File: config.mk
export PLATFORM = sky130hd
export DESIGN_NAME = dgds_front
export DESIGN_NICKNAME = d
export VERILOG_FILES = /design/src/rtl/dgds_pkg.sv /design/src/rtl/dgds_front.sv
export SDC_FILE = /design/constraint.sdc
export NUM_CORES = 1
export LEC_CHECK = 0
export ABC_AREA = 1
export CORE_AREA = 2 2 240 242
export DETAILED_ROUTE_END_ITERATION = 10
export DIE_AREA = 0 0 242 244
export DONT_BUFFER_PORTS = 1
export HOLD_SLACK_MARGIN = 0.08
export PLACE_DENSITY = 0.76
export SLEW_MARGIN = 20
export SYNTH_ARGS = -nofsm -noshare
export SYNTH_HDL_FRONTEND = slang
export SYNTH_SLANG_ARGS = --single-unit
File: constraint.sdc
create_clock -name i_clk -period 7.9 [get_ports i_clk]
set_input_delay 0.395 -clock i_clk [delete_from_list [all_inputs] [get_ports i_clk]]
set_output_delay 0.395 -clock i_clk [all_outputs]
set_load 0.005 [all_outputs]
File: src/rtl/dgds_pkg.sv
// dgds_pkg: shared types and constants of the dot grid deviation stats block
// no dependencies; used by every module in rtl

package dgds_pkg;

    localparam int unsigned PX_W       = 20;  // Q12.8 coordinate width
    localparam int unsigned ROT_W      = 24;  // rotated offset, signed Q.8
    localparam int unsigned ERR_W      = 23;  // error to grid node, signed Q.8
    localparam int unsigned DIV_W      = 40;  // divider dividend width
    localparam int unsigned DIV_DEN_W  = 23;  // divider divisor width
    localparam int unsigned SQ_W       = 44;  // sum of squares width
    localparam int unsigned SUM_W      = 36;  // deviation sum width
    localparam int unsigned TSUM_W     = 39;  // tilt sum width, signed
    localparam int unsigned CNT_W      = 16;  // counted point width
    localparam int unsigned QUEUE_DEPTH = 2;

    localparam logic [5:0] NODE_DIV_BITS = 6'd24;
    localparam logic [5:0] SUM_DIV_BITS  = 6'd40;
    localparam logic [4:0] SQRT_TOP_K    = 5'd21;

    localparam logic [19:0] DEV_MAX = 20'hFFFFF;

    // register indexes of the configuration port
    localparam logic [2:0] CFG_COS   = 3'd0;
    localparam logic [2:0] CFG_SIN   = 3'd1;
    localparam logic [2:0] CFG_SX    = 3'd2;
    localparam logic [2:0] CFG_SY    = 3'd3;
    localparam logic [2:0] CFG_PITCH = 3'd4;
    localparam logic [2:0] CFG_WHW   = 3'd5;

    typedef struct packed {
        logic signed [15:0] cos_angle;
        logic signed [15:0] sin_angle;
        logic [19:0]        start_x;
        logic [19:0]        start_y;
        logic [19:0]        grid_pitch;
        logic [19:0]        window_half_width;
    } t_cfg;

    typedef struct packed {
        logic signed [23:0] rx;
        logic signed [23:0] ry;
        logic               last;
    } t_work;

    typedef struct packed {
        logic [15:0]        point_count;
        logic signed [19:0] tilt_y;
        logic signed [19:0] tilt_x;
        logic [19:0]        max_deviation;
        logic [19:0]        average_deviation;
        logic               summary_valid;
        logic               counted;
        logic [19:0]        deviation;
        logic signed [21:0] ideal_y;
        logic signed [21:0] ideal_x;
    } t_result;

    typedef enum logic [1:0] {
        F_IDLE,
        F_MUL,
        F_PUSH
    } t_front_state;

    typedef enum logic [4:0] {
        S_IDLE,
        S_XGO,
        S_XWT,
        S_XMUL,
        S_XERR,
        S_YGO,
        S_YWT,
        S_YMUL,
        S_YERR,
        S_SQX,
        S_SQY,
        S_SQADD,
        S_SQRT,
        S_ACC,
        S_AGO,
        S_AWT,
        S_TXGO,
        S_TXWT,
        S_TYGO,
        S_TYWT,
        S_DONE
    } t_back_state;

endpackage

File: src/rtl/dgds_front.sv
// dgds_front: accepts dot centres, forms offsets and rotates them with one multiplier
// depends on dgds_pkg

module dgds_front (
    input  logic               i_clk,
    input  logic               i_rst_n,
    input  logic               i_valid,
    output logic               o_ready,
    input  logic [19:0]        i_point_x,
    input  logic [19:0]        i_point_y,
    input  logic               i_last,
    input  dgds_pkg::t_cfg     i_cfg,
    output logic               o_push,
    output dgds_pkg::t_work    o_work,
    input  logic               i_full
);

    dgds_pkg::t_front_state r_state, n_state;
    logic [2:0]          r_step;
    logic signed [20:0]  r_dx, r_dy;
    logic                r_last;
    logic signed [36:0]  r_prod;
    logic signed [37:0]  r_acc_x, r_acc_y;
    logic signed [15:0]  w_coef;
    logic signed [20:0]  w_var;
    logic signed [37:0]  w_rnd_x, w_rnd_y;

    always_comb begin
        n_state = r_state;
        case (r_state)
            dgds_pkg::F_IDLE: begin
                if (i_valid) n_state = dgds_pkg::F_MUL;
            end
            dgds_pkg::F_MUL: begin
                if (r_step == 3'd4) n_state = dgds_pkg::F_PUSH;
            end
            dgds_pkg::F_PUSH: begin
                if (!i_full) n_state = dgds_pkg::F_IDLE;
            end
            default: n_state = dgds_pkg::F_IDLE;
        endcase
    end

    always_comb begin
        o_ready = (r_state == dgds_pkg::F_IDLE);
        o_push  = (r_state == dgds_pkg::F_PUSH) && !i_full;
        case (r_step)
            3'd0: begin
                w_coef = i_cfg.cos_angle;
                w_var  = r_dx;
            end
            3'd1: begin
                w_coef = i_cfg.sin_angle;
                w_var  = r_dy;
            end
            3'd2: begin
                w_coef = i_cfg.sin_angle;
                w_var  = r_dx;
            end
            default: begin
                w_coef = i_cfg.cos_angle;
                w_var  = r_dy;
            end
        endcase
    end

    // round to Q.8, halves up
    assign w_rnd_x = r_acc_x + 38'sd8192;
    assign w_rnd_y = r_acc_y + 38'sd8192;

    assign o_work.rx   = w_rnd_x[37:14];
    assign o_work.ry   = w_rnd_y[37:14];
    assign o_work.last = r_last;

    always_ff @(posedge i_clk) begin
        if (!i_rst_n) begin
            r_state <= dgds_pkg::F_IDLE;
            r_step  <= 3'd0;
        end else begin
            r_state <= n_state;
            if (r_state == dgds_pkg::F_IDLE) begin
                r_step <= 3'd0;
            end else if (r_state == dgds_pkg::F_MUL) begin
                r_step <= r_step + 3'd1;
            end
        end
    end

    always_ff @(posedge i_clk) begin
        if (r_state == dgds_pkg::F_IDLE && i_valid) begin
            r_dx   <= $signed({1'b0, i_point_x}) - $signed({1'b0, i_cfg.start_x});
            r_dy   <= $signed({1'b0, i_point_y}) - $signed({1'b0, i_cfg.start_y});
            r_last <= i_last;
        end
        if (r_state == dgds_pkg::F_MUL) begin
            r_prod <= w_coef * w_var;
            case (r_step)
                3'd1: r_acc_x <= 38'(r_prod);
                3'd2: r_acc_x <= r_acc_x - 38'(r_prod);
                3'd3: r_acc_y <= 38'(r_prod);
                3'd4: r_acc_y <= r_acc_y + 38'(r_prod);
                default: ;
            endcase
        end
    end

endmodule

==> metrics.cfg <==
[status]
status = completed

[synth]
ys.flop_type = edfxtp_1
synthTopCellsByArea = fa_1 24%, edfxtp_1 17%, nand2_1 14%
ys_types = 51
synth_top_area_share_pct = 23.95
seq_area_frac_synth_pct = 17.04
synth_common_cells = 1042 x nand2_1, 893 x inv_1, 364 x nor2_1, 336 x fa_1, 212 x ha_1
syn-num-nets = 4571
synth-seq-cells = 161
syn_area_sq_mm = 0.02808
synth-edff-count = 156
synthArstFlopShare_pct = 0
yosysWarnings = 0
synth_top_area_cell = fa_1
synth_cells = 3866
yosysMostFrequentCell = nand2_1
syn_avg_cell_area_sq_um = 7.264

[clock_network]
root_buffer = clkbuf_16
cts_tree = done
h-tree-depth = 4
numCtsBuffers = 17
clkTransAtPathRegs_ns = 0.07
numClockSinks = 161
clk_path_buf_depth = 2
clk_latency_ns = 0.50

[die]
die_area_sq_mm = 0.05905
ios = 208
num_rows = 87
die_y_um = 244
start_util_pct = 50.00
die_x_um = 242
core_area_sq_mm = 0.05617

[critical_path]
crit_family = adder cells
worstSetupEndpointType = flip-flop
reg2reg_from = r_step[0]
worstSetupPathType = flip-flop to flip-flop
arrival_ns = 7.74
r2r_cells = 28
crit_fanout = 13
critPathBufInv = 8
r2r_end = r_prod[23]
cpPeakStageDelay_ns = 0.58
cp_data_required_time_ns = 8.20
cp_slowest_cell = fa_1
worst-path-stages = 28
cp-start-kind = flip-flop
r2r_setup_slack_ns = 0.46

[layout]
area_delta_synth_final_pct = 6.180
multi_input_area_sq_mm = 0.01966
diodes = 0
nFillCells = 5484
instances_no_fill = 4653
seq_area_sq_mm = 0.004785
fin_nets = 4589
drive_above_1_share_pct = 4.029
design_area_sq_mm = 0.02982

[grt]
grt_pass1_vias = 24646
grt_max_degree = 44
antenna_found_initial = 0
grt_usage_pct = 27.86
grt_remaining_overflow = 0
grt_pass1_wl_um = 127900

[timing]
drv_slew = 0
fmax_ghz = 0.1344
hold_violations = 0
skew_ns = 0.01619
post-route-min-period_ns = 7.440
maxSlewHeadroom_pct = 27.89
fin_crit_sh_pct = 94.18
fin_setup_tns_ns = 0
rsz0062_at_grt = false
finalSetupViolCount = 0
tightest_slew_ns = 1.078

[drt]
drc = 0
viasPerCell = 5.265
drt_iter0_drc = 1931
vias = 24497
ant_nets = 0
routed_wl_um = 80300
wl_per_cell_um = 17.26
first_pass_iters = 7

[hold_path]
hold_start = i_rst_n
hold_path.class = input port to flip-flop
holdPathStages = 2
hold_end = r_step[2]

[place]
post-dp-hpwl_um = 68160
routabilityCongestion = 0.9974
dpl_cell_area_sq_mm = 0.02913
dp_cells = 4613
io_buffers = 0

[flow_run]
max_cap_violations = 0

stage by stage:
step | hold slack (ns) | utilization (%) | setup WS [ns]
4_1_cts | 0.1403 | 53.03 | 0.4091
3_5_place_dp | 0.4939 | 51.87 | 0.4461
6_report | 0.1683 | 53.09 | 0.4599
3_3_place_gp | 0.4917 | 51.82 | 0.5022
2_1_floorplan | 0.4752 | - | 1.175
5_1_grt | 0.1964 | 53.09 | 0.07129
area by class of cell:
| cell class | instances | share of cell area [%] |
|---|---|---|
| Inverter | 911 | 11.48 |
| Tap cell | 756 | 3.172 |
| Sequential cell | 161 | 16.05 |
| Clock buffer | 17 | 1.427 |
| Clock inverter | 15 | 0.6210 |
| Timing Repair Buffer | 49 | 1.334 |
| Multi-Input combinational cell | 2744 | 65.92 |
sequential cells by signal, indices dropped and copies added (netlist names):
register / flops
r_acc_x: 38
r_acc_y: 38
r_dx: 21
r_dy: 21
r_last: 1
r_prod: 37
r_state: 2
r_step: 3
kinds of logic (layout without fill, tap and decap cells):
| logic type | Yosys count | count (layout) | share of synthesized area (%) |
|---|---|---|---|
| fa+ha+maj | 548 | 548 | 33.40 |
| mux | 1 | 1 | 0.03565 |
| simple gates | 1689 | 1689 | 24.76 |
| flops | 161 | 161 | 17.04 |
| compound gates | 364 | 364 | 7.254 |
| xor+xnor | 142 | 142 | 4.429 |
| buf+inv | 961 | 992 | 13.08 |
worst max path at each step:
stage                             to  startpoint
final                     r_prod[23]   r_step[0]
after global routing      r_prod[36]   r_step[0]
after CTS                 r_prod[36]   r_step[0]
after detailed placement  r_prod[36]   r_step[0]
after global placement    r_prod[36]   r_step[0]
after floorplan           r_prod[36]   r_step[0]
per-layer routing:
layer	vias up	global-route usage [%]	share of wire, %
met5	-	0	0
met4	0	13.49	5.1
met3	208	4.489	7.0
met2	949	48.96	48
met1	11527	33.29	40
li1	11813	-	-
cell usage in the layout, fill, tap and decap left out, types with 7 or more instances in the layout:
cell type  synthesis  layout
a21oi_1          160     160
nor2_1           364     361
fa_1             336     336
inv_2             15      15
nand2_1         1042    1041
or2_2             13      13
nor2_2             6       7
ha_1             212     212
buf_4              5      44
a21o_1            10      10
o21ai_2           20      19
clkbuf_16          0      17
nand3b_1          18      18
xnor2_1           67      67
nor3_1            31      31
inv_1            893     893
nand4_1           40      40
o21bai_1          24      24
o21ai_1           12      12
edfxtp_1         156     156
o21ai_0          120     120
xor2_1            75      75
nand3_1          147     147
repair_timing:
item	CTS	global route
setup endpoints to repair	0	1
hold endpoints to repair	3	0
hold buffers	4	0
buffers inserted	0	4
resized for setup	0	1
Power is left out: the tool's default activity adds up to more than one toggle a clock period on the data nets, which glitch-free logic cannot reach.
