$ cat src/rtl/dgds_pkg.sv
// dgds_pkg: shared types and constants of the dot grid deviation stats block
// no dependencies; used by every module in rtl

package dgds_pkg;

    localparam int unsigned PX_W       = 20;  // Q12.8 coordinate width
    localparam int unsigned ROT_W      = 24;  // rotated offset, signed Q.8
    localparam int unsigned ERR_W      = 23;  // error to grid node, signed Q.8
    localparam int unsigned DIV_W      = 40;  // divider dividend width
    localparam int unsigned DIV_DEN_W  = 23;  // divider divisor width
    localparam int unsigned SQ_W       = 44;  // sum of squares width
    localparam int unsigned SUM_W      = 36;  // deviation sum width
    localparam int unsigned TSUM_W     = 39;  // tilt sum width, signed
    localparam int unsigned CNT_W      = 16;  // counted point width
    localparam int unsigned QUEUE_DEPTH = 2;

    localparam logic [5:0] NODE_DIV_BITS = 6'd24;
    localparam logic [5:0] SUM_DIV_BITS  = 6'd40;
    localparam logic [4:0] SQRT_TOP_K    = 5'd21;

    localparam logic [19:0] DEV_MAX = 20'hFFFFF;

    // register indexes of the configuration port
    localparam logic [2:0] CFG_COS   = 3'd0;
    localparam logic [2:0] CFG_SIN   = 3'd1;
    localparam logic [2:0] CFG_SX    = 3'd2;
    localparam logic [2:0] CFG_SY    = 3'd3;
    localparam logic [2:0] CFG_PITCH = 3'd4;
    localparam logic [2:0] CFG_WHW   = 3'd5;

    typedef struct packed {
        logic signed [15:0] cos_angle;
        logic signed [15:0] sin_angle;
        logic [19:0]        start_x;
        logic [19:0]        start_y;
        logic [19:0]        grid_pitch;
        logic [19:0]        window_half_width;
    } t_cfg;

    typedef struct packed {
        logic signed [23:0] rx;
        logic signed [23:0] ry;
        logic               last;
    } t_work;

    typedef struct packed {
        logic [15:0]        point_count;
        logic signed [19:0] tilt_y;
        logic signed [19:0] tilt_x;
        logic [19:0]        max_deviation;
        logic [19:0]        average_deviation;
        logic               summary_valid;
        logic               counted;
        logic [19:0]        deviation;
        logic signed [21:0] ideal_y;
        logic signed [21:0] ideal_x;
    } t_result;

    typedef enum logic [1:0] {
        F_IDLE,
        F_MUL,
        F_PUSH
    } t_front_state;

    typedef enum logic [4:0] {
        S_IDLE,
        S_XGO,
        S_XWT,
        S_XMUL,
        S_XERR,
        S_YGO,
        S_YWT,
        S_YMUL,
        S_YERR,
        S_SQX,
        S_SQY,
        S_SQADD,
        S_SQRT,
        S_ACC,
        S_AGO,
        S_AWT,
        S_TXGO,
        S_TXWT,
        S_TYGO,
        S_TYWT,
        S_DONE
    } t_back_state;

endpackage

$ cat src/rtl/dgds_queue.sv
// dgds_queue: short queue of rotated points between front and back
// depends on dgds_pkg

module dgds_queue (
    input  logic            i_clk,
    input  logic            i_rst_n,
    input  logic            i_push,
    input  dgds_pkg::t_work i_work,
    output logic            o_full,
    input  logic            i_pop,
    output logic            o_empty,
    output dgds_pkg::t_work o_work
);

    localparam int unsigned DEPTH = dgds_pkg::QUEUE_DEPTH;
    localparam int unsigned AW    = $clog2(DEPTH);

    dgds_pkg::t_work r_mem [DEPTH];
    logic [AW-1:0]   r_wr, r_rd;
    logic [AW:0]     r_count;

    assign o_full  = (r_count == (AW+1)'(DEPTH));
    assign o_empty = (r_count == '0);
    assign o_work  = r_mem[r_rd];

    always_ff @(posedge i_clk) begin
        if (!i_rst_n) begin
            r_wr    <= '0;
            r_rd    <= '0;
            r_count <= '0;
        end else begin
            if (i_push) r_wr <= r_wr + 1'b1;
            if (i_pop)  r_rd <= r_rd + 1'b1;
            if (i_push && !i_pop)      r_count <= r_count + 1'b1;
            else if (i_pop && !i_push) r_count <= r_count - 1'b1;
        end
    end

    always_ff @(posedge i_clk) begin
        if (i_push) r_mem[r_wr] <= i_work;
    end

`ifndef SYNTH
    a_no_overflow: assert property (@(posedge i_clk) disable iff (!i_rst_n)
        i_push |-> !o_full)
        else $error("push into full queue");
    a_no_underflow: assert property (@(posedge i_clk) disable iff (!i_rst_n)
        i_pop |-> !o_empty)
        else $error("pop from empty queue");
    a_count_in_range: assert property (@(posedge i_clk) disable iff (!i_rst_n)
        r_count <= (AW+1)'(DEPTH))
        else $error("queue count beyond depth");
`endif

endmodule

$ cat config.mk
export PLATFORM = sky130hd
export DESIGN_NAME = dgds_queue
export DESIGN_NICKNAME = d
export VERILOG_FILES = /design/src/rtl/dgds_pkg.sv /design/src/rtl/dgds_queue.sv
export SDC_FILE = /design/constraint.sdc
export NUM_CORES = 1
export LEC_CHECK = 0
export BUFFER_PORTS_ARGS = -buffer_cell sky130_fd_sc_hd__buf_2
export CORE_MARGIN = 2
export CORE_UTILIZATION = 51
export DETAILED_ROUTE_END_ITERATION = 6
export PLACE_DENSITY = 0.87
export SYNTH_ARGS = -nofsm -noshare
export SYNTH_HDL_FRONTEND = slang
export SYNTH_SLANG_ARGS = --single-unit
export TNS_END_PERCENT = 20
$ cat constraint.sdc
create_clock -name i_clk -period 3.9 [get_ports i_clk]
set_clock_uncertainty 0.15 [all_clocks]
set_input_delay 0.195 -clock i_clk [delete_from_list [all_inputs] [get_ports i_clk]]
set_output_delay 0.195 -clock i_clk [all_outputs]
set_load 0.02 [all_outputs]
==> impl_metrics.tcl, run 1 <==
set metrics [dict create \
    synth.distinct_cells 17 \
    synth_top_area_share 0.7845 \
    yosysTopAreaCell "edfxtp_1" \
    crit_arrival_ns 2.07 \
    ir_drop_v 0.0002810 \
    syn_inst 174 \
    maxUsedRoutingLayer "met4" \
    path_max_fanout 49 \
    path_buf_inv 1 \
    htree_levels 3 \
    power-per-cell-area_nw_per_um2 435.7 \
    routabilityCongestion 0.6771 \
    swShare 0.2438 \
    yosys-top-cells-area "edfxtp_1, mux2_2, dfxtp_1" \
    clk_path_buf_depth 2 \
    run_status "finished, final reports clean" \
    worstMarginPinSlew_ns 1.217 \
    r2r_cells 1 \
    wirelength_um 7053 \
    setup_viol 0 \
    yosysSeqAreaShare 0.8112 \
    drt_drc_violations_left 0 \
    dieArea_sq_um 8057 \
    holdCritPathClass "in -> reg" \
    seqPwrFrac 0.598 \
    io_buffers 103 \
    crit_end "o_work[10]" \
    cts.clk_slew.worst_paths_ns 0.08 \
    synth_area_sq_um 3751 \
    finalHoldViolCount 0 \
    drt_iter0_markers 48 \
    die_h_um 89.76 \
    cp.required_ns 3.56 \
    clk-insertion-delay-late_ns 0.34 \
    crit_family "flip-flops" \
    power_leakage_nw 1.901 \
    endpoint_kind "output port" \
    io_pins 104 \
    reg2reg_from "r_wr" \
    critPathKind "reg -> out" \
    via_count 2106 \
    path_cells "mux2_2, buf_2" \
    post_cts_buffers 0 \
    wl_met3_um 313 \
    power_w 0.002195 \
    ys_warn_count 0 \
    hpwl_um 3984 \
    fillers 485 \
    reg2reg_to "r_mem[1][36]" \
    drt-met1-wl_um 2707 \
    rsz0062_at_grt "false" \
    antenna_found_initial 0 \
    intPower_w 0.001660 \
    ant_nets 0 \
    cts_buffers 9 \
    power.switching_w 0.0005351 \
    cts_resized 0 \
    hold_buffers 50 \
    grt_usage 0.1793 \
    syn2layout_area_growth_pct 34.29 \
    wl_met2_um 3884 \
    placedCellCount 372 \
    cp-start-kind "flip-flop" \
    pwr-share-clk 0.260 \
    max_stage_delay_ns 1.12 \
    avgSynthCellArea_sq_um 21.56 \
    grt_pass1_wl_um 10960 \
    final_min_period_over_clock_period 0.6202 \
    drv_cap 0 \
    r2r_slack_ns 1.98 \
    slew_headroom 0.1890 \
    dr.pass1.iters 4 \
    fin_nets 388 \
    die_width_um 89.76 \
    cts_tree "yes" \
    synth_fp_nets 228 \
    start_util 0.5228 \
    cts_root_buf "clkbuf_8" \
    worstSetupPathDepth 2 \
    cts_sinks 103 \
    gr-total-overflow 0 \
    cp_slowest_cell "dfxtp_2" \
    final_max_slew_viol_count 0 \
    core.rowCount 31 \
    fin_hold_ws_ns 0.06732 \
    ys_ff_latch 103 \
    core-area_sq_um 7176 \
    setup-tns-final_ns 0 \
    max_freq_mhz 413.4 \
    avgViaCountPerCell 4.808 \
    period_minus_slack_ns 2.419 \
    grt_max_degree 50 \
    diodes 0 \
    drive_gt1_frac 0.5015 \
    hp-start "i_push" \
    fin_cells 438 \
    wl_per_cell_um 16.10 \
    combPwrFrac 0.142 \
    grt_pass1_vias 2275 \
]
metrics by stage:
| stage | cell area, sq um | setup slack [ns] | utilization |
|---|---|---|---|
| 2_1_floorplan | 3751 | 0.7690 | - |
| 3_3_place_gp | 4370 | 1.815 | 0.6091 |
| 3_5_place_dp | 4370 | 1.847 | 0.6091 |
| 4_1_cts | 5037 | 1.442 | 0.7020 |
| 5_1_grt | 5037 | 1.339 | 0.7020 |
| 6_report | 5037 | 1.481 | 0.7020 |
power groups by stage:
stage	Combinational [W]	Clock (W)	Sequential, W
after detailed placement	0.000273	0	0.00134
final	0.000313	0.000571	0.00131
after floorplan	0.000191	0	0.00131
after global placement	0.000266	0	0.00133
after global routing	0.000335	0.000624	0.00132
after CTS	0.000313	0.000586	0.00131
how the worst min path moves through the flow:
stage / endpoint / slack (ns) / depth (start not counted)
after floorplan: r_mem[0][0] / 0.14 / 0
after global placement: r_mem[1][39] / 0.23 / 1
after detailed placement: r_mem[1][43] / 0.24 / 1
after CTS: flip-flop / 0.05 / 3
after global routing: flip-flop / 0.06 / 3
final: r_wr / 0.07 / 3
cells by family (layout without fill, tap and decap cells):
kind of cell | Yosys count | in the layout | synth area share
DFF | 103 | 103 | 0.8112
muxes | 49 | 49 | 0.1471
and+or+nand+nor | 9 | 9 | 0.01501
buffers and inverters | 6 | 171 | 0.01100
AOI/OAI and AO/OA | 3 | 3 | 0.005337
xor gates and xnor gates | 3 | 3 | 0.007006
adders and majority gates | 1 | 1 | 0.003335
routing by layer:
layer	up-vias	track usage
li1	997	-
met5	-	0
met4	0	0.08590
met2	72	0.3352
met3	16	0.03856
met1	1021	0.1920
synthesized netlist by cell type:
| library cell | count |
|---|---|
| xor2_1 | 2 |
| and2b_2 | 1 |
| inv_1 | 1 |
| buf_2 | 3 |
| or3_1 | 1 |
| o21a_1 | 1 |
| nor2b_1 | 2 |
| buf_6 | 2 |
| ha_1 | 1 |
| dfxtp_1 | 5 |
| mux2_2 | 49 |
| nor2_1 | 1 |
| and2_1 | 4 |
| xnor2_1 | 1 |
| a21boi_1 | 1 |
| edfxtp_1 | 98 |
| o21ai_0 | 1 |
layout by cell type, fill, tap and decap left out, types with 2 or more instances in the layout:
cell type and instances:
clkbuf_8 9, buf_2 103, and2_1 3, edfxtp_1 98, clkbuf_1 2, mux2_2 49
xor2_1 2, dlygate4sd3_1 50, clkinvlp_4 3, dfxtp_1 4
state kept, by name (all words and copies together), names as in the netlist, named ones only:
name and count:
r_mem 98, r_rd 1, r_count 2, r_wr 1
area by class of cell:
type	instances	area, sq um	area share
Multi-Input combinational cell	65	675.6	0.1341
Tap cell	99	123.9	0.02459
Inverter	1	3.754	0.0007452
Clock buffer	11	131.4	0.02608
Sequential cell	103	3044	0.6043
Timing Repair Buffer	154	1023	0.2032
Clock inverter	5	35.03	0.006955
No activity file was read; power rests on OpenSTA's default activity.
==> run 2, diff against run 1 <==
CORE_UTILIZATION = 46   (was 51)
PLACE_DENSITY = 0.83   (was 0.87)
clock period = 2.17 ns   (was 3.9 ns; I/O delays follow)
==> run 2 against run 1 <==
Compared with the run above: power is 90% higher; via count up 0.24%; sequential power rose by 77%; die area is 10% higher; sequential share of layout area down 1.4 points; non-clock buffer count is 7 higher.
==> impl_metrics.tcl, run 2 (synthesized netlist as in run 1, its figures left out) <==
set metrics [dict create \
    fin_cells 448 \
    post_cts_buffers 0 \
    core-area_sq_um 7807 \
    final_max_slew_viol_count 0 \
    fin_hold_ws_ns 0.1380 \
    run_status "finished, final reports clean" \
    gr-total-overflow 0 \
    endpoint_kind "flip-flop" \
    period_minus_slack_ns 1.919 \
    cts_root_buf "clkbuf_8" \
    largest_register_ffs 98 \
    io_buffers 103 \
    max_freq_mhz 521.0 \
    grt_max_degree 28 \
    drt_drc_violations_left 0 \
    grt_pass1_vias 2215 \
    critPathKind "reg -> reg" \
    finalHoldViolCount 0 \
    cts_buffers 9 \
    placedCellCount 380 \
    htree_levels 3 \
    power_leakage_nw 1.976 \
    crit_arrival_ns 2.07 \
    grt_usage 0.1565 \
    clk_path_buf_depth 2 \
    layout_common_cells "buf_2, edfxtp_1, dlygate4sd3_1, mux2_2, clkbuf_8" \
    cts.clk_slew.worst_paths_ns 0.10 \
    die_width_um 94.30 \
    cts_tree "yes" \
    start_util 0.4804 \
    antenna_found_initial 0 \
    wirelength_um 6699 \
    worstMarginPinSlew_ns 0.5167 \
    final_common_cell "buf_2" \
    syn2layout_area_growth_pct 37.42 \
    cp.required_ns 2.32 \
    final_min_period_over_clock_period 0.8846 \
    cp-start-kind "flip-flop" \
    drive_gt1_frac 0.5087 \
    r2r_cells 4 \
    avgViaCountPerCell 4.712 \
    power-per-cell-area_nw_per_um2 809.6 \
    routabilityCongestion 0.7135 \
    setup_viol 0 \
    top_regs "r_mem x98, r_count x2" \
    slew_headroom 0.6548 \
    dr.pass1.iters 4 \
    drt_iter0_markers 84 \
    io_pins 104 \
    hpwl_um 4062 \
    drv_cap 0 \
    cts_sinks 103 \
    rsz0062_at_grt "false" \
    ir_drop_v 0.0004286 \
    grt_pass1_wl_um 10160 \
    fin_nets 395 \
    fillers 540 \
    setup-tns-final_ns 0 \
    die_h_um 94.30 \
    wl_per_cell_um 14.95 \
    top_register "r_mem" \
    ant_nets 0 \
    clk-insertion-delay-late_ns 0.35 \
    path_max_fanout 26 \
    dieArea_sq_um 8892 \
    core.rowCount 32 \
    via_count 2111 \
    hold_path_depth 2 \
    diodes 0 \
    holdCritPathClass "in -> reg" \
]
run 2: path summary, 6_finish.rpt:
kind	from	slack (ns)	endpoint
setup / recovery	r_wr	0.25	r_wr
hold / removal	i_push	0.14	r_mem[0][24]
setup reg to reg	r_wr	0.25	r_wr
hold reg to reg	r_count[1]	0.37	r_count[1]
run 2: report_power, final:
group	switching, W	total (W)	internal (W)
logic	0.000319	0.000606	0.000287
clock network	0.000602	0.00125	0.000647
registers	0.0000287	0.00232	0.00229
run 2: what timing repair did:
action	CTS	global route
hold endpoints to repair	103	0
resized for setup	0	0
hold buffers	52	0
run 2: layout make-up:
class,count,area (sq um),area share
Clock buffer,10,127.6,0.02476
Clock inverter,6,82.58,0.01602
Sequential cell,103,3044,0.5905
Multi-Input combinational cell,65,675.6,0.1311
Tap cell,102,127.6,0.02476
Timing Repair Buffer,161,1094,0.2121
Inverter,1,3.754,0.0007282
run 2: per-layer routing:
| metal | global-route usage | up-vias | routed length, um |
|---|---|---|---|
| li1 | - | 1012 | - |
| met2 | 0.2833 | 67 | 3442 |
| met4 | 0.05556 | 0 | 101 |
| met5 | 0 | - | 0 |
| met3 | 0.04334 | 12 | 326 |
| met1 | 0.1774 | 1020 | 2828 |
run 2: worst max-delay path, cell delays in order, from the launching register on:
cell	delay (ns)
dfxtp_1	0.35
nor2b_4	0.44
buf_12	0.26
o21a_1	0.14
dlygate4sd3_1	0.53
run 2: per-stage QoR:
step	utilization	cell area, sq um	setup WS (ns)	power, W
after floorplan	-	3759	0.04827	0.002703
after global placement	0.5667	4424	0.6617	0.002887
after detailed placement	0.5667	4424	0.6698	0.002902
after CTS	0.6603	5155	0.2326	0.004214
after global routing	0.6603	5155	0.1103	0.004357
final	0.6603	5155	0.2505	0.004174
