[config.mk]
export PLATFORM = sky130hd
export DESIGN_NAME = dgds_back
export DESIGN_NICKNAME = d
export VERILOG_FILES = /design/src/rtl/dgds_pkg.sv /design/src/rtl/dgds_div.sv /design/src/rtl/dgds_back.sv
export SDC_FILE = /design/constraint.sdc
export NUM_CORES = 2
export LEC_CHECK = 0
export BUFFER_PORTS_ARGS = -buffer_cell sky130_fd_sc_hd__buf_2
export CAP_MARGIN = 0
export CORE_MARGIN = 5
export CORE_UTILIZATION = 44
export CTS_BUF_LIST = sky130_fd_sc_hd__clkbuf_4
export CTS_CLUSTER_DIAMETER = 80
export DETAILED_ROUTE_END_ITERATION = 10
export SYNTH_ARGS = -nofsm -noshare
export SYNTH_HDL_FRONTEND = slang
export SYNTH_SLANG_ARGS = --single-unit
[constraint.sdc]
create_clock -name i_clk -period 11.76 [get_ports i_clk]
set_input_delay 1.176 -clock i_clk [delete_from_list [all_inputs] [get_ports i_clk]]
set_output_delay 1.176 -clock i_clk [all_outputs]
set_load 0.05 [all_outputs]
[src/rtl/dgds_pkg.sv]
// dgds_pkg: shared types and constants of the dot grid deviation stats block
// no dependencies; used by every module in rtl

package dgds_pkg;

    localparam int unsigned PX_W       = 20;  // Q12.8 coordinate width
    localparam int unsigned ROT_W      = 24;  // rotated offset, signed Q.8
    localparam int unsigned ERR_W      = 23;  // error to grid node, signed Q.8
    localparam int unsigned DIV_W      = 40;  // divider dividend width
    localparam int unsigned DIV_DEN_W  = 23;  // divider divisor width
    localparam int unsigned SQ_W       = 44;  // sum of squares width
    localparam int unsigned SUM_W      = 36;  // deviation sum width
    localparam int unsigned TSUM_W     = 39;  // tilt sum width, signed
    localparam int unsigned CNT_W      = 16;  // counted point width
    localparam int unsigned QUEUE_DEPTH = 2;

    localparam logic [5:0] NODE_DIV_BITS = 6'd24;
    localparam logic [5:0] SUM_DIV_BITS  = 6'd40;
    localparam logic [4:0] SQRT_TOP_K    = 5'd21;

    localparam logic [19:0] DEV_MAX = 20'hFFFFF;

    // register indexes of the configuration port
    localparam logic [2:0] CFG_COS   = 3'd0;
    localparam logic [2:0] CFG_SIN   = 3'd1;
    localparam logic [2:0] CFG_SX    = 3'd2;
    localparam logic [2:0] CFG_SY    = 3'd3;
    localparam logic [2:0] CFG_PITCH = 3'd4;
    localparam logic [2:0] CFG_WHW   = 3'd5;

    typedef struct packed {
        logic signed [15:0] cos_angle;
        logic signed [15:0] sin_angle;
        logic [19:0]        start_x;
        logic [19:0]        start_y;
        logic [19:0]        grid_pitch;
        logic [19:0]        window_half_width;
    } t_cfg;

    typedef struct packed {
        logic signed [23:0] rx;
        logic signed [23:0] ry;
        logic               last;
    } t_work;

    typedef struct packed {
        logic [15:0]        point_count;
        logic signed [19:0] tilt_y;
        logic signed [19:0] tilt_x;
        logic [19:0]        max_deviation;
        logic [19:0]        average_deviation;
        logic               summary_valid;
        logic               counted;
        logic [19:0]        deviation;
        logic signed [21:0] ideal_y;
        logic signed [21:0] ideal_x;
    } t_result;

    typedef enum logic [1:0] {
        F_IDLE,
        F_MUL,
        F_PUSH
    } t_front_state;

    typedef enum logic [4:0] {
        S_IDLE,
        S_XGO,
        S_XWT,
        S_XMUL,
        S_XERR,
        S_YGO,
        S_YWT,
        S_YMUL,
        S_YERR,
        S_SQX,
        S_SQY,
        S_SQADD,
        S_SQRT,
        S_ACC,
        S_AGO,
        S_AWT,
        S_TXGO,
        S_TXWT,
        S_TYGO,
        S_TYWT,
        S_DONE
    } t_back_state;

endpackage

[src/rtl/dgds_div.sv]
// dgds_div: shared restoring divider, one quotient bit per cycle
// depends on dgds_pkg

module dgds_div (
    input  logic        i_clk,
    input  logic        i_rst_n,
    input  logic        i_start,
    input  logic [39:0] i_num,
    input  logic [5:0]  i_nbits,
    input  logic [22:0] i_den,
    output logic        o_done,
    output logic [39:0] o_quo
);

    logic [39:0] r_num, r_quo;
    logic [22:0] r_rem, r_den;
    logic [5:0]  r_cnt;
    logic        r_busy, r_done;
    logic [23:0] w_trial;
    logic        w_ge;

    assign w_trial = {r_rem, r_num[39]};
    assign w_ge    = (w_trial >= {1'b0, r_den});
    assign o_done  = r_done;
    assign o_quo   = r_quo;

    always_ff @(posedge i_clk) begin
        if (!i_rst_n) begin
            r_busy <= 1'b0;
            r_done <= 1'b0;
            r_cnt  <= '0;
        end else begin
            r_done <= 1'b0;
            if (i_start) begin
                r_busy <= 1'b1;
                r_cnt  <= i_nbits;
            end else if (r_busy) begin
                r_cnt <= r_cnt - 6'd1;
                if (r_cnt == 6'd1) begin
                    r_busy <= 1'b0;
                    r_done <= 1'b1;
                end
            end
        end
    end

    always_ff @(posedge i_clk) begin
        if (i_start) begin
            // align the dividend to the top so only i_nbits steps are needed
            r_num <= i_num << (6'(dgds_pkg::DIV_W) - i_nbits);
            r_rem <= '0;
            r_quo <= '0;
            r_den <= i_den;
        end else if (r_busy) begin
            r_num <= r_num << 1;
            r_quo <= {r_quo[38:0], w_ge};
            r_rem <= w_ge ? 23'(w_trial - {1'b0, r_den}) : w_trial[22:0];
        end
    end

endmodule

[src/rtl/dgds_back.sv]
// dgds_back: grid snap, deviation square root, accumulation and summary
// depends on dgds_pkg and dgds_div

module dgds_back #(
    parameter int unsigned MAX_POINTS = 65535
) (
    input  logic              i_clk,
    input  logic              i_rst_n,
    input  logic              i_empty,
    output logic              o_pop,
    input  dgds_pkg::t_work   i_work,
    input  dgds_pkg::t_cfg    i_cfg,
    output logic              o_valid,
    input  logic              i_ready,
    output dgds_pkg::t_result o_result
);

    dgds_pkg::t_back_state r_state, n_state;

    dgds_pkg::t_work    r_work;
    logic signed [23:0] r_n;
    logic signed [49:0] r_prod;
    logic signed [22:0] r_ex, r_ey;
    logic signed [21:0] r_ix, r_iy;
    logic [43:0]        r_sq, r_s, r_r;
    logic [4:0]         r_k;
    logic [19:0]        r_dev;
    logic               r_counted;
    logic [19:0]        r_avg;
    logic signed [19:0] r_tx, r_ty;
    logic [35:0]        r_dsum;
    logic signed [38:0] r_tsum_x, r_tsum_y;
    logic [19:0]        r_largest;
    logic [15:0]        r_cntp;
    logic               r_out_valid;
    dgds_pkg::t_result  r_result;

    logic               w_div_start, w_div_done;
    logic [39:0]        w_div_num, w_div_quo;
    logic [5:0]         w_div_nbits;
    logic [22:0]        w_div_den;
    logic signed [24:0] w_ma, w_mb;
    logic [19:0]        w_pitch;
    logic               w_use_y;
    logic signed [23:0] w_sel_rx;
    logic [23:0]        w_abs_sel, w_abs_rx;
    logic signed [25:0] w_prod26, w_err, w_node;
    logic [19:0]        w_sel_start;
    logic [43:0]        w_bit, w_try, w_root;
    logic [19:0]        w_dev;
    logic               w_cnt, w_out_free;
    logic               w_tilt_neg;
    logic [38:0]        w_abs_tx, w_abs_ty;
    logic signed [19:0] w_tilt;

    dgds_div u_div (
        .i_clk   (i_clk),
        .i_rst_n (i_rst_n),
        .i_start (w_div_start),
        .i_num   (w_div_num),
        .i_nbits (w_div_nbits),
        .i_den   (w_div_den),
        .o_done  (w_div_done),
        .o_quo   (w_div_quo)
    );

    // zero pitch acts as one lsb
    assign w_pitch = (i_cfg.grid_pitch == '0) ? 20'd1 : i_cfg.grid_pitch;

    assign w_use_y     = (r_state == dgds_pkg::S_YGO) || (r_state == dgds_pkg::S_YWT)
                      || (r_state == dgds_pkg::S_YERR);
    assign w_sel_rx    = w_use_y ? r_work.ry : r_work.rx;
    assign w_sel_start = w_use_y ? i_cfg.start_y : i_cfg.start_x;
    assign w_abs_sel   = w_sel_rx[23] ? 24'(-w_sel_rx) : 24'(w_sel_rx);
    assign w_abs_rx    = r_work.rx[23] ? 24'(-r_work.rx) : 24'(r_work.rx);
    assign w_abs_tx    = r_tsum_x[38] ? 39'(-r_tsum_x) : 39'(r_tsum_x);
    assign w_abs_ty    = r_tsum_y[38] ? 39'(-r_tsum_y) : 39'(r_tsum_y);

    // error and node of the axis being worked on
    assign w_prod26 = r_prod[25:0];
    assign w_err    = 26'(w_sel_rx) - w_prod26;
    assign w_node   = $signed({6'b0, w_sel_start}) + w_prod26;

    // square root step
    assign w_bit  = 44'd1 << {r_k, 1'b0};
    assign w_try  = r_r + w_bit;
    assign w_root = (r_s > r_r) ? r_r + 44'd1 : r_r;
    assign w_dev  = (w_root > 44'(dgds_pkg::DEV_MAX)) ? dgds_pkg::DEV_MAX : w_root[19:0];

    // a point on the window edge is not counted
    assign w_cnt = (w_abs_rx < {4'b0, i_cfg.window_half_width})
                && (r_cntp < 16'(MAX_POINTS));

    assign w_out_free = !r_out_valid || i_ready;

    // signed mean saturated to 20 bits
    assign w_tilt_neg = (r_state == dgds_pkg::S_TYWT) ? r_tsum_y[38] : r_tsum_x[38];
    always_comb begin
        if (!w_tilt_neg) begin
            w_tilt = (w_div_quo > 40'd524287) ? 20'sd524287 : $signed(w_div_quo[19:0]);
        end else begin
            w_tilt = (w_div_quo > 40'd524288) ? -20'sd524288 : $signed(20'(-w_div_quo));
        end
    end

    always_comb begin
        n_state = r_state;
        case (r_state)
            dgds_pkg::S_IDLE:  if (!i_empty) n_state = dgds_pkg::S_XGO;
            dgds_pkg::S_XGO:   n_state = dgds_pkg::S_XWT;
            dgds_pkg::S_XWT:   if (w_div_done) n_state = dgds_pkg::S_XMUL;
            dgds_pkg::S_XMUL:  n_state = dgds_pkg::S_XERR;
            dgds_pkg::S_XERR:  n_state = dgds_pkg::S_YGO;
            dgds_pkg::S_YGO:   n_state = dgds_pkg::S_YWT;
            dgds_pkg::S_YWT:   if (w_div_done) n_state = dgds_pkg::S_YMUL;
            dgds_pkg::S_YMUL:  n_state = dgds_pkg::S_YERR;
            dgds_pkg::S_YERR:  n_state = dgds_pkg::S_SQX;
            dgds_pkg::S_SQX:   n_state = dgds_pkg::S_SQY;
            dgds_pkg::S_SQY:   n_state = dgds_pkg::S_SQADD;
            dgds_pkg::S_SQADD: n_state = dgds_pkg::S_SQRT;
            dgds_pkg::S_SQRT:  if (r_k == '0) n_state = dgds_pkg::S_ACC;
            dgds_pkg::S_ACC: begin
                if (r_work.last && (r_cntp != '0 || w_cnt)) n_state = dgds_pkg::S_AGO;
                else n_state = dgds_pkg::S_DONE;
            end
            dgds_pkg::S_AGO:   n_state = dgds_pkg::S_AWT;
            dgds_pkg::S_AWT:   if (w_div_done) n_state = dgds_pkg::S_TXGO;
            dgds_pkg::S_TXGO:  n_state = dgds_pkg::S_TXWT;
            dgds_pkg::S_TXWT:  if (w_div_done) n_state = dgds_pkg::S_TYGO;
            dgds_pkg::S_TYGO:  n_state = dgds_pkg::S_TYWT;
            dgds_pkg::S_TYWT:  if (w_div_done) n_state = dgds_pkg::S_DONE;
            dgds_pkg::S_DONE:  if (w_out_free) n_state = dgds_pkg::S_IDLE;
            default:           n_state = dgds_pkg::S_IDLE;
        endcase
    end

    always_comb begin
        o_pop       = (r_state == dgds_pkg::S_IDLE) && !i_empty;
        o_valid     = r_out_valid;
        o_result    = r_result;
        w_div_start = 1'b0;
        w_div_num   = '0;
        w_div_den   = 23'd1;
        w_div_nbits = dgds_pkg::SUM_DIV_BITS;
        w_ma        = '0;
        w_mb        = $signed({5'b0, w_pitch});
        case (r_state)
            dgds_pkg::S_XGO, dgds_pkg::S_YGO: begin
                w_div_start = 1'b1;
                w_div_num   = 40'({w_abs_sel, 1'b0}) + 40'(w_pitch);
                w_div_den   = 23'({w_pitch, 1'b0});
                w_div_nbits = dgds_pkg::NODE_DIV_BITS;
            end
            dgds_pkg::S_AGO: begin
                w_div_start = 1'b1;
                w_div_num   = 40'({r_dsum, 1'b0}) + 40'(r_cntp);
                w_div_den   = 23'({r_cntp, 1'b0});
            end
            dgds_pkg::S_TXGO: begin
                w_div_start = 1'b1;
                w_div_num   = {w_abs_tx, 1'b0} + 40'(r_cntp);
                w_div_den   = 23'({r_cntp, 1'b0});
            end
            dgds_pkg::S_TYGO: begin
                w_div_start = 1'b1;
                w_div_num   = {w_abs_ty, 1'b0} + 40'(r_cntp);
                w_div_den   = 23'({r_cntp, 1'b0});
            end
            dgds_pkg::S_XMUL, dgds_pkg::S_YMUL: begin
                w_ma = 25'(r_n);
            end
            dgds_pkg::S_SQX: begin
                w_ma = 25'(r_ex);
                w_mb = 25'(r_ex);
            end
            dgds_pkg::S_SQY: begin
                w_ma = 25'(r_ey);
                w_mb = 25'(r_ey);
            end
            default: ;
        endcase
    end

    always_ff @(posedge i_clk) begin
        if (!i_rst_n) begin
            r_state     <= dgds_pkg::S_IDLE;
            r_out_valid <= 1'b0;
            r_dsum      <= '0;
            r_tsum_x    <= '0;
            r_tsum_y    <= '0;
            r_largest   <= '0;
            r_cntp      <= '0;
        end else begin
            r_state <= n_state;
            if (r_state == dgds_pkg::S_DONE && w_out_free) r_out_valid <= 1'b1;
            else if (i_ready)                              r_out_valid <= 1'b0;
            if (r_state == dgds_pkg::S_ACC && w_cnt) begin
                r_dsum   <= r_dsum + 36'(w_dev);
                r_tsum_x <= r_tsum_x + 39'(r_ex);
                r_tsum_y <= r_tsum_y + 39'(r_ey);
                r_cntp   <= r_cntp + 16'd1;
                if (w_dev > r_largest) r_largest <= w_dev;
            end
            if (r_state == dgds_pkg::S_DONE && w_out_free) begin
                if (r_work.last) begin
                    r_dsum    <= '0;
                    r_tsum_x  <= '0;
                    r_tsum_y  <= '0;
                    r_largest <= '0;
                    r_cntp    <= '0;
                end
            end
        end
    end

    always_ff @(posedge i_clk) begin
        r_prod <= w_ma * w_mb;
        case (r_state)
            dgds_pkg::S_IDLE: begin
                r_work <= i_work;
            end
            dgds_pkg::S_XWT, dgds_pkg::S_YWT: begin
                if (w_div_done) begin
                    r_n <= w_sel_rx[23] ? -$signed(w_div_quo[23:0]) : $signed(w_div_quo[23:0]);
                end
            end
            dgds_pkg::S_XERR, dgds_pkg::S_YERR: begin
                if (w_use_y) r_ey <= w_err[22:0];
                else         r_ex <= w_err[22:0];
                if (w_node > 26'sd2097151) begin
                    if (w_use_y) r_iy <= 22'sd2097151;
                    else         r_ix <= 22'sd2097151;
                end else if (w_node < -26'sd2097152) begin
                    if (w_use_y) r_iy <= -22'sd2097152;
                    else         r_ix <= -22'sd2097152;
                end else begin
                    if (w_use_y) r_iy <= w_node[21:0];
                    else         r_ix <= w_node[21:0];
                end
            end
            dgds_pkg::S_SQY: begin
                r_sq <= r_prod[43:0];
            end
            dgds_pkg::S_SQADD: begin
                r_s <= r_sq + r_prod[43:0];
                r_r <= '0;
                r_k <= dgds_pkg::SQRT_TOP_K;
            end
            dgds_pkg::S_SQRT: begin
                if (r_s >= w_try) begin
                    r_s <= r_s - w_try;
                    r_r <= (r_r >> 1) + w_bit;
                end else begin
                    r_r <= r_r >> 1;
                end
                r_k <= r_k - 5'd1;
            end
            dgds_pkg::S_ACC: begin
                r_dev     <= w_dev;
                r_counted <= w_cnt;
                r_avg     <= '0;
                r_tx      <= '0;
                r_ty      <= '0;
            end
            dgds_pkg::S_AWT: begin
                if (w_div_done) begin
                    r_avg <= (w_div_quo > 40'(dgds_pkg::DEV_MAX)) ? dgds_pkg::DEV_MAX
                                                                  : w_div_quo[19:0];
                end
            end
            dgds_pkg::S_TXWT: if (w_div_done) r_tx <= w_tilt;
            dgds_pkg::S_TYWT: if (w_div_done) r_ty <= w_tilt;
            dgds_pkg::S_DONE: begin
                if (w_out_free) begin
                    r_result.ideal_x           <= r_ix;
                    r_result.ideal_y           <= r_iy;
                    r_result.deviation         <= r_dev;
                    r_result.counted           <= r_counted;
                    r_result.summary_valid     <= r_work.last;
                    r_result.average_deviation <= r_avg;
                    r_result.max_deviation     <= r_work.last ? r_largest : '0;
                    r_result.tilt_x            <= r_tx;
                    r_result.tilt_y            <= r_ty;
                    r_result.point_count       <= r_work.last ? r_cntp : '0;
                end
            end
            default: ;
        endcase
    end

`ifndef SYNTH
    a_count_bound: assert property (@(posedge i_clk) disable iff (!i_rst_n)
        r_cntp <= 16'(MAX_POINTS))
        else $error("counted points beyond limit");
    a_div_done_waited: assert property (@(posedge i_clk) disable iff (!i_rst_n)
        w_div_done |-> (r_state == dgds_pkg::S_XWT || r_state == dgds_pkg::S_YWT
                     || r_state == dgds_pkg::S_AWT || r_state == dgds_pkg::S_TXWT
                     || r_state == dgds_pkg::S_TYWT))
        else $error("divider finished outside a wait state");
    a_done_loads_out: assert property (@(posedge i_clk) disable iff (!i_rst_n)
        (r_state == dgds_pkg::S_DONE && w_out_free) |=> r_out_valid)
        else $error("result not presented after completion");
`endif

endmodule

==> metrics.txt <==
count of cells along the worst register-to-register path 33; area added between synthesis and finish 9.562%; mapped cell area 76120 um2; status finished clean; global-route wire length before repair 362000 um; CP Capture Point r_prod[42]$_DFF_P_; peak fanout along the critical path 45; net count after synthesis 9570; Tightest Pin Transition 1286 ps; Detailed Route WL 239200 um; via count 62090; hold bufs inserted after CTS 42; DRC 0; Yosys Warn Count 0; initial antenna violation count 7; number of levels in the clock H-tree 4; Worst setup SP type flop; total power of the final layout 13.46 mW; clock input transition at the sequential cells of the worst setup and hold paths 70 ps; CP required 12890 ps; finished layout cell area 83400 um2; Die ar. 181400 um2; timing-limited maximum frequency 97.04 MHz; launching element of the worst setup path r_state[4]$_SDFFE_PN0P_; number of instances in the synthesized netlist 8240; slowest stage delay, CP 590 ps; Pins Over Slew Limit 0; post-CTS sizing 0; number of enable flip-flop cells after synthesis 604; overall track demand over capacity in global routing 25.89%; Top-Level Pins 329; r2r startpoint r_state[4]$_SDFFE_PN0P_; crit end category flop; TritonCTS clock tree done; Crit Reg-Reg Endpoint r_prod[42]$_DFF_P_; total global routing overflow 0; setup slack, reg-to-reg 1450 ps; post-detail-place hpwl 183900 um; leakage power of the design 36.32 nW; unrepaired setup endpoints after global routing false; Min-Delay Path Class input port to flop; Worst EP arrival 11430 ps; CP max stage cell sky130_fd_sc_hd__buf_4; source-to-sink clock delay at the later pin of the worst-skew pair 1310 ps; routability congestion estimate 0.9477; clock tree buffer depth 3; Max Cap Viol 0; clock sink total 875; Max-slew headroom 14.30%; vias in the first global route 60840; most instantiated flip-flop cell in the synthesis netlist sky130_fd_sc_hd__edfxtp_1; count of antenna-violating nets left after detailed routing 0; via/cell ratio 5.623; number of hold violations in the final report 0; share of the yosys chip area belonging to registers 30.95%; register bit count reported by yosys 875; starting density of the core 44.27%; floorplan core area 171900 um2; total clock buffers created by CTS 238; critical path start-end classification flop to flop; FFs w/ async S/R, synth 0%; layout cells sized above 1 10.01%; clk_skew 117.8 ps; overall die width 425.9 um; Mapped Avg Cell Area 9.238 um2; DRC marker count from the first detailed-route iteration 5329; setup tns final 0 ps; Min Hold Slack 175.4 ps; number of nets at the end of the flow 9848; post-CTS repair timing setup buffer count 0; largest net degree at the start of global routing 96; final routed wire length divided by cell count 21.66 um; Row Count 152; final critical path time including I/O delays and setup 10310 ps; instance area after placement 79770 um2; Worst path most repeated cell sky130_fd_sc_hd__fa_1; worst vdd rail ir drop 0.0001825 V; final worst path period share 87.63%; power density over the cells 161.4 nW/um2; Setup violations, final 0; number of library cell types mapped by synthesis 85; length of the first detailed-routing pass in iterations 8; Chip Height 425.9 um; clk root buf sky130_fd_sc_hd__clkbuf_4; # port buffers 296
==> kinds of logic (layout without fill, tap and decap cells) <==
| kind of cell | after synthesis | after routing | share of synthesized area (%) |
|---|---|---|---|
| xor+xnor | 589 | 589 | 6.777 |
| fa+ha+maj | 1165 | 1165 | 25.00 |
| simple gates | 2611 | 2611 | 15.58 |
| flops | 875 | 875 | 30.95 |
| buf+inv | 1213 | 1700 | 6.003 |
| compound gates | 1659 | 1659 | 13.95 |
| other cells | 0 | 5 | 0 |
| mux | 128 | 128 | 1.739 |
==> stage by stage <==
| stage | setup slack (ps) | utilization, % | cells |
|---|---|---|---|
| after floorplan | 2157 | - | 8240 |
| after global placement | 1825 | 46.40 | 10550 |
| after detailed placement | 1650 | 46.40 | 10550 |
| after CTS | 1613 | 48.50 | 11040 |
| after global routing | 1013 | 48.51 | 11040 |
| final | 1455 | 48.51 | 11040 |
==> report_power, final <==
part	internal, mW	switching (mW)	leakage, nW
logic	2.32	3.92	27.1
clock network	1.43	1.43	1.90
registers	3.96	0.397	7.34
total	7.71	5.75	36.3
==> state kept, by name, summed over array words and instances (netlist names), 21 cells and up <==
register / cells
r_ex: 23
u_div.o_quo: 40
u_div.r_den: 21
r_n: 24
o_result: 162
u_div.r_rem: 23
r_ix: 22
r_ey: 23
r_work: 49
r_iy: 22
r_sq: 44
r_tsum_y: 39
r_s: 44
r_dsum: 36
u_div.r_num: 40
r_r: 44
r_prod: 44
r_tsum_x: 39
==> critical path, delay by kind of cell (launching register included) <==
family	cells	cell delay [ps]
adders and majority gates	8	4060
xor gates and xnor gates	1	160
and+or+nand+nor	6	1620
buffers and inverters	8	1970
DFF	1	500
AOI/OAI and AO/OA	10	1810
==> layer usage <==
| metal | vias to the layer above | global-route usage (%) | part of all wire (%) |
|---|---|---|---|
| met1 | 30320 | 34.86 | 43 |
| met4 | 4 | 12.02 | 4.9 |
| met5 | - | 0 | 0.011 |
| met3 | 519 | 4.584 | 6.9 |
| met2 | 2266 | 40.71 | 45 |
| li1 | 28990 | - | - |
==> cell usage after synthesis (72+ instances only) <==
library cell                 n  area share [%]
sky130_fd_sc_hd__a21oi_1   514             3.4
sky130_fd_sc_hd__nor2_1    769             3.8
sky130_fd_sc_hd__nor3_1    148            0.97
sky130_fd_sc_hd__xor2_1    194             2.2
sky130_fd_sc_hd__nand2_1   952             4.7
sky130_fd_sc_hd__dfxtp_1   271             7.1
sky130_fd_sc_hd__o21a_1     81            0.80
sky130_fd_sc_hd__a21o_1    181             1.8
sky130_fd_sc_hd__a31oi_1    72            0.59
sky130_fd_sc_hd__nand2b_1   78            0.64
sky130_fd_sc_hd__xnor2_1   395             4.5
sky130_fd_sc_hd__mux2i_1    94             1.2
sky130_fd_sc_hd__o21ai_0   303             2.0
sky130_fd_sc_hd__fa_1      593              16
sky130_fd_sc_hd__nand3_1   138            0.91
sky130_fd_sc_hd__ha_1      572             9.4
sky130_fd_sc_hd__clkbuf_1  331             1.6
sky130_fd_sc_hd__or3_1      87            0.72
sky130_fd_sc_hd__edfxtp_1  604              24
sky130_fd_sc_hd__inv_1     844             4.2
sky130_fd_sc_hd__and2_1    109            0.90
==> layout by cell type (no fill, tap or decap), types with 56 or more instances in the layout <==
cell type | Yosys | final
sky130_fd_sc_hd__o21a_1 | 81 | 81
sky130_fd_sc_hd__o21ai_0 | 303 | 302
sky130_fd_sc_hd__buf_2 | 10 | 296
sky130_fd_sc_hd__inv_1 | 844 | 844
sky130_fd_sc_hd__nand2b_1 | 78 | 78
sky130_fd_sc_hd__nor2b_1 | 56 | 56
sky130_fd_sc_hd__fa_1 | 593 | 593
sky130_fd_sc_hd__xnor2_1 | 395 | 395
sky130_fd_sc_hd__and2_1 | 109 | 109
sky130_fd_sc_hd__or3_1 | 87 | 86
sky130_fd_sc_hd__nand2_1 | 952 | 949
sky130_fd_sc_hd__edfxtp_1 | 604 | 604
sky130_fd_sc_hd__nand4_1 | 63 | 63
sky130_fd_sc_hd__dfxtp_1 | 271 | 269
sky130_fd_sc_hd__a21oi_1 | 514 | 513
sky130_fd_sc_hd__clkbuf_4 | 0 | 352
sky130_fd_sc_hd__nor2_1 | 769 | 761
sky130_fd_sc_hd__o31ai_1 | 69 | 69
sky130_fd_sc_hd__a211oi_1 | 60 | 60
sky130_fd_sc_hd__buf_4 | 1 | 66
sky130_fd_sc_hd__o21bai_1 | 57 | 57
sky130_fd_sc_hd__xor2_1 | 194 | 194
sky130_fd_sc_hd__ha_1 | 572 | 572
sky130_fd_sc_hd__nor3_1 | 148 | 143
sky130_fd_sc_hd__mux2i_1 | 94 | 92
sky130_fd_sc_hd__nand3_1 | 138 | 138
sky130_fd_sc_hd__clkinv_1 | 2 | 62
sky130_fd_sc_hd__a31oi_1 | 72 | 72
sky130_fd_sc_hd__a21o_1 | 181 | 181
==> cell type report <==
type / instances / area, um2
antenna: 5 / 12.51
clock buffer: 352 / 2643
clock inverter: 97 / 553.0
fill: 16290 / 88530
inverter: 846 / 3176
multi-input combinational: 6152 / 48140
sequential: 875 / 23570
tap: 2310 / 2890
timing repair buffer: 405 / 2417
==> worst min path at each step <==
| stage | start | endpoint | slack, ps | cells after the start |
|---|---|---|---|---|
| detailed placement | r_tx[1]$_SDFFCE_PN0P_ | o_result[107]$_DFFE_PP_ | 400 | 0 |
| global route | i_work[27] | r_work[27]$_DFFE_PN_ | 70 | 1 |
| CTS | i_work[27] | r_work[27]$_DFFE_PN_ | 3 | 1 |
| floorplan | r_ix[0]$_DFFE_PP_ | o_result[0]$_DFFE_PP_ | 400 | 0 |
| finish | i_work[26] | r_work[26]$_DFFE_PN_ | 180 | 1 |
| global placement | r_ix[12]$_DFFE_PP_ | o_result[12]$_DFFE_PP_ | 400 | 0 |
Power figures use the tool's default switching activity.
